--- src/hw/rtl/assert_macros.svh ---
// Assertion macros shared by the boid flock update RTL.
// Depends on nothing; included by files that carry assertions.
`ifndef ASSERT_MACROS_SVH
`define ASSERT_MACROS_SVH
// Implication checked on every clock edge outside reset.
`define ASSERT_IMPL(label, clk, rst_n, ante, cons, msg) \
	label: assert property (@(posedge clk) disable iff (!rst_n) (ante) |-> (cons)) \
		else $error(msg);
// Next-cycle implication outside reset.
`define ASSERT_NEXT(label, clk, rst_n, ante, cons, msg) \
	label: assert property (@(posedge clk) disable iff (!rst_n) (ante) |=> (cons)) \
		else $error(msg);
`endif

--- src/hw/rtl/bfu_front.sv ---
// Front part: accepts boid indexes from the input stream and queues them.
// Depends on nothing.
`default_nettype none
module bfu_front #(
	parameter int unsigned IdxW = 9,
	parameter int unsigned Depth = 2
) (
	input  wire logic            clk,
	input  wire logic            arst_n,
	input  wire logic            in_valid,
	output logic                 in_ready,
	input  wire logic [IdxW-1:0] in_idx,
	output logic                 q_valid,
	input  wire logic            q_ready,
	output logic [IdxW-1:0]      q_idx
);
	localparam int unsigned PW = $clog2(Depth);
	logic [IdxW-1:0] mem_q [Depth];
	logic [PW-1:0] wp_q, rp_q;
	logic [PW:0] cnt_q;
	logic push, pop;

	assign in_ready = (cnt_q != (PW+1)'(Depth));
	assign q_valid  = (cnt_q != '0);
	assign q_idx    = mem_q[rp_q];
	assign push = in_valid && in_ready;
	assign pop  = q_valid && q_ready;

	// Queue storage
	always_ff @(posedge clk) begin
		if (push) mem_q[wp_q] <= in_idx;
	end

	// Advance pointers and fill count
	always_ff @(posedge clk or negedge arst_n) begin
		if (!arst_n) begin
			wp_q <= '0;
			rp_q <= '0;
			cnt_q <= '0;
		end else begin
			if (push) wp_q <= (wp_q == PW'(Depth-1)) ? '0 : wp_q + 1'b1;
			if (pop)  rp_q <= (rp_q == PW'(Depth-1)) ? '0 : rp_q + 1'b1;
			cnt_q <= cnt_q + (PW+1)'(push) - (PW+1)'(pop);
		end
	end
endmodule
`default_nettype wire

--- config.mk ---
export PLATFORM = sky130hd
export DESIGN_NAME = bfu_front
export DESIGN_NICKNAME = d
export VERILOG_FILES = /design/src/hw/rtl/assert_macros.svh /design/src/hw/rtl/bfu_front.sv
export SDC_FILE = /design/constraint.sdc
export NUM_CORES = 1
export LEC_CHECK = 0
export BUFFER_PORTS_ARGS = -buffer_cell sky130_fd_sc_hd__buf_4
export CORE_MARGIN = 2
export CORE_UTILIZATION = 45
export DETAILED_ROUTE_END_ITERATION = 10
export GPL_TIMING_DRIVEN = 1
export PLACE_DENSITY_LB_ADDON = 0.05
export SLEW_MARGIN = 10
export SYNTH_ARGS = -nofsm -noshare
export SYNTH_HDL_FRONTEND = slang
export SYNTH_SLANG_ARGS = --single-unit
--- constraint.sdc ---
create_clock -name clk -period 1.7 [get_ports clk]
set_input_delay 0.255 -clock clk [delete_from_list [all_inputs] [get_ports clk]]
set_output_delay 0.255 -clock clk [all_outputs]
set_load 0.05 [all_outputs]
==> impl_metrics.toml <==
[detailed_routing]
drc = 0
route.antenna.remaining_nets = 0
drtPass1Iterations = 2
drt_wl_total_um = 1312
via_count = 488
avgViaCountPerCell = 4.832
routed_length_per_placed_instance_um = 12.99
drt_iter0_markers = 5

[logic_synthesis]
synth_mux_area_share_pct = 11.65
mappedNetlistArea_um2 = 869.6
compound_gate_portion_of_the_synthesized_area_pct = 3.309
synth.area.top_cells = "sky130_fd_sc_hd__edfxtp_1, sky130_fd_sc_hd__mux2_2, sky130_fd_sc_hd__dfrtp_1"
syn_area_per_cell_um2 = 18.12
synthSimpleGateAreaFrac_pct = 6.331
synth_fa_ha_area_share_pct = 1.439
number_of_synthesized_register_bits = 22
synth_xor_area_share_pct = 3.022
synth-seq-area-share_pct = 73.67
post_synth_top_area_share_pct = 62.16
netlist_instances = 48
post_synthesis_cell_type_count = 16
synth_top_family_by_area = "multiplexers"
ys_warn_count = 0
yosys.area.top_type = "sky130_fd_sc_hd__edfxtp_1"
synth_fp_nets = 62

[critical_path]
setup.worst_path.end = "q_idx[7]"
worstSetupPathType = "flip-flop to output port"
setup.worst_path.start_class = "flip-flop"
timing.reg2reg.setup_slack_ps = 390
worstRegToRegCells = 5
worst_r2r_startpoint = "cnt_q[0]"
crit_required_ps = 1440
crit_path_end_kind = "output port"
worst-path-max-fanout = 10
r2r-end = "cnt_q[1]"
timing.critical_path.from = "rp_q"
critPathArrivalTime_ps = 1390

[grt]
grt_start_max_net_pins = 14
first_global_vias = 494
grtUsageMet2_pct = 21.60
most_used_routing_layer = "met2"
grt-ovfl-total = 0
grt_use_total_pct = 13.47
global_route_wire_length_before_repair_um = 2035
grt_util_met1_pct = 16.02
grtUsageMet3_pct = 3.396
number_of_antenna_violations_at_the_first_check_in_global_routing = 0

[cts]
clock-sinks = 22
cts_setup_buffers = 0
clkLatencyLatePin_ps = 300
cts_tree = "done"
clk_path_buf_depth = 2
clock_tree.root_cell = "sky130_fd_sc_hd__clkbuf_4"
ctsHtreeMaxLevel = 1
cts_clock_pin_slew_for_the_worst_setup_and_hold_paths_ps = 120
cts_buf_count = 3

[die]
core_footprint_mm2 = 0.001764
num_io_pins = 24
initial_utilization_pct = 49.29
design.die.area_mm2 = 0.002300
rows = 15
floorplan.die.width_um = 47.96
die_h_um = 47.96

[final_layout]
fill_cells = 147
final_cell_count_no_fill = 101
fin_util_pct = 64.75
drive_gt1_share_pct = 53.95
area_growth_pct = 31.37
nets = 91
final_area_mm2 = 0.001142
antenna_cells_inserted = 0
final_cell_mix = "sky130_fd_sc_hd__buf_4, sky130_fd_sc_hd__edfxtp_1, sky130_fd_sc_hd__mux2_2"
mostFrequentLayoutCell = "sky130_fd_sc_hd__buf_4"

[pwr]
vdd_drop_max_mv = 1.082
powerDensity_mw_per_mm2 = 1970
cellLeakagePower_nw = 0.4471
power.total_mw = 2.250

[timing]
layout_min_cycle_time_ps = 1644
top_achievable_clock_speed_mhz = 608.2
worst_pin_slew_ps = 243.6
fin_hold_ws_ps = 131.4
final.setup.tns_ps = 0
maxSlewHeadroom_pct = 83.76
grt_setup_unrepaired = "no"
timing_hold_violations_final = 0
final_min_period_over_clock_period_pct = 96.71
finClkSkew_ps = 1.791
final-max-slew-violation-count = 0
final_critical_path_setup_slack_ps = 55.86
timing.final.setup_violations = 0

[hold_path]
timing.hold.worst.class = "input pin to flip-flop"
min_delay_path_depth = 1

[placement]
place_ws_ps = 262.7
place.detailed.instances = 96
port_buffers = 23
place_hpwl_um = 936.3
post_detailed_placement_cell_area_mm2 = 0.001079
gpl.final_weighted_congestion = 0.6482

[flow_run]
number_of_max_capacitance_violations_reported = 0

[run_status]
run_status = "complete, no violations"
[cells by family (layout without fill, tap and decap cells)]
logic type,after synthesis,count (layout)
DFF,22,22
muxes,9,9
and+or+nand+nor,9,9
AOI/OAI and AO/OA,3,3
xor gates and xnor gates,3,3
adders and majority gates,1,1
buffers and inverters,1,29
[final cells by class]
cell class	count	area, um^2	area share, %
flip-flops and latches	22	641.9	56.19
multi-input cells	25	226.5	19.82
repair buffers	25	190.2	16.65
well taps	25	31.28	2.738
clock inverters	1	30.03	2.629
clock buffers	3	22.52	1.972
[metal layers]
metal	share of wire, %	wire [um]
met3	5.6	73
met2	51	672
met5	0	0
met4	0.91	12
met1	42	553
[worst min-delay path by stage]
stage | startpoint | endpoint | slack [ps]
after floorplan | arst_n | cnt_q[0] | -40
after global placement | arst_n | cnt_q[0] | 60
after detailed placement | arst_n | cnt_q[1] | 60
after CTS | in_idx[8] | mem_q[0][8] | 120
after global routing | in_idx[1] | mem_q[0][1] | 110
final | in_idx[8] | mem_q[1][8] | 130
[synth_stat cells]
| library cell | count |
|---|---|
| sky130_fd_sc_hd__and2b_1 | 1 |
| sky130_fd_sc_hd__and3_2 | 1 |
| sky130_fd_sc_hd__mux2_2 | 9 |
| sky130_fd_sc_hd__xnor2_1 | 3 |
| sky130_fd_sc_hd__edfxtp_1 | 18 |
| sky130_fd_sc_hd__dfrtp_1 | 4 |
| sky130_fd_sc_hd__and4bb_1 | 1 |
| sky130_fd_sc_hd__buf_2 | 1 |
| sky130_fd_sc_hd__nand2b_1 | 1 |
| sky130_fd_sc_hd__nor2_1 | 2 |
| sky130_fd_sc_hd__a311oi_1 | 1 |
| sky130_fd_sc_hd__a311oi_2 | 1 |
| sky130_fd_sc_hd__ha_1 | 1 |
| sky130_fd_sc_hd__or2_1 | 1 |
| sky130_fd_sc_hd__a21oi_1 | 1 |
| sky130_fd_sc_hd__nand2_1 | 2 |
[worst max-delay path, stage by stage, from the launching register on]
cell	delay, ps
sky130_fd_sc_hd__dfrtp_2	530
sky130_fd_sc_hd__mux2_2	370
sky130_fd_sc_hd__buf_4	190
[power breakdown]
| part | switching, mW | internal (mW) | total (mW) | leakage (nW) |
|---|---|---|---|---|
| Combinational | 0.627 | 0.376 | 1.00 | 0.206 |
| Sequential | 0.109 | 0.752 | 0.861 | 0.213 |
| Clock | 0.148 | 0.238 | 0.386 | 0.0279 |
| Total | 0.884 | 1.37 | 2.25 | 0.447 |
[timing repair]
action / CTS / global route
hold endpoints to repair: 4 / 0
hold buffers: 1 / 0
setup endpoints to repair: 9 / 0
resized for setup: 1 / 0
[registers in the layout, indices dropped and copies added, names as in the netlist]
signal,flops
cnt_q,2
mem_q,18
rp_q,1
wp_q,1
No activity file was read; power rests on OpenSTA's default activity.
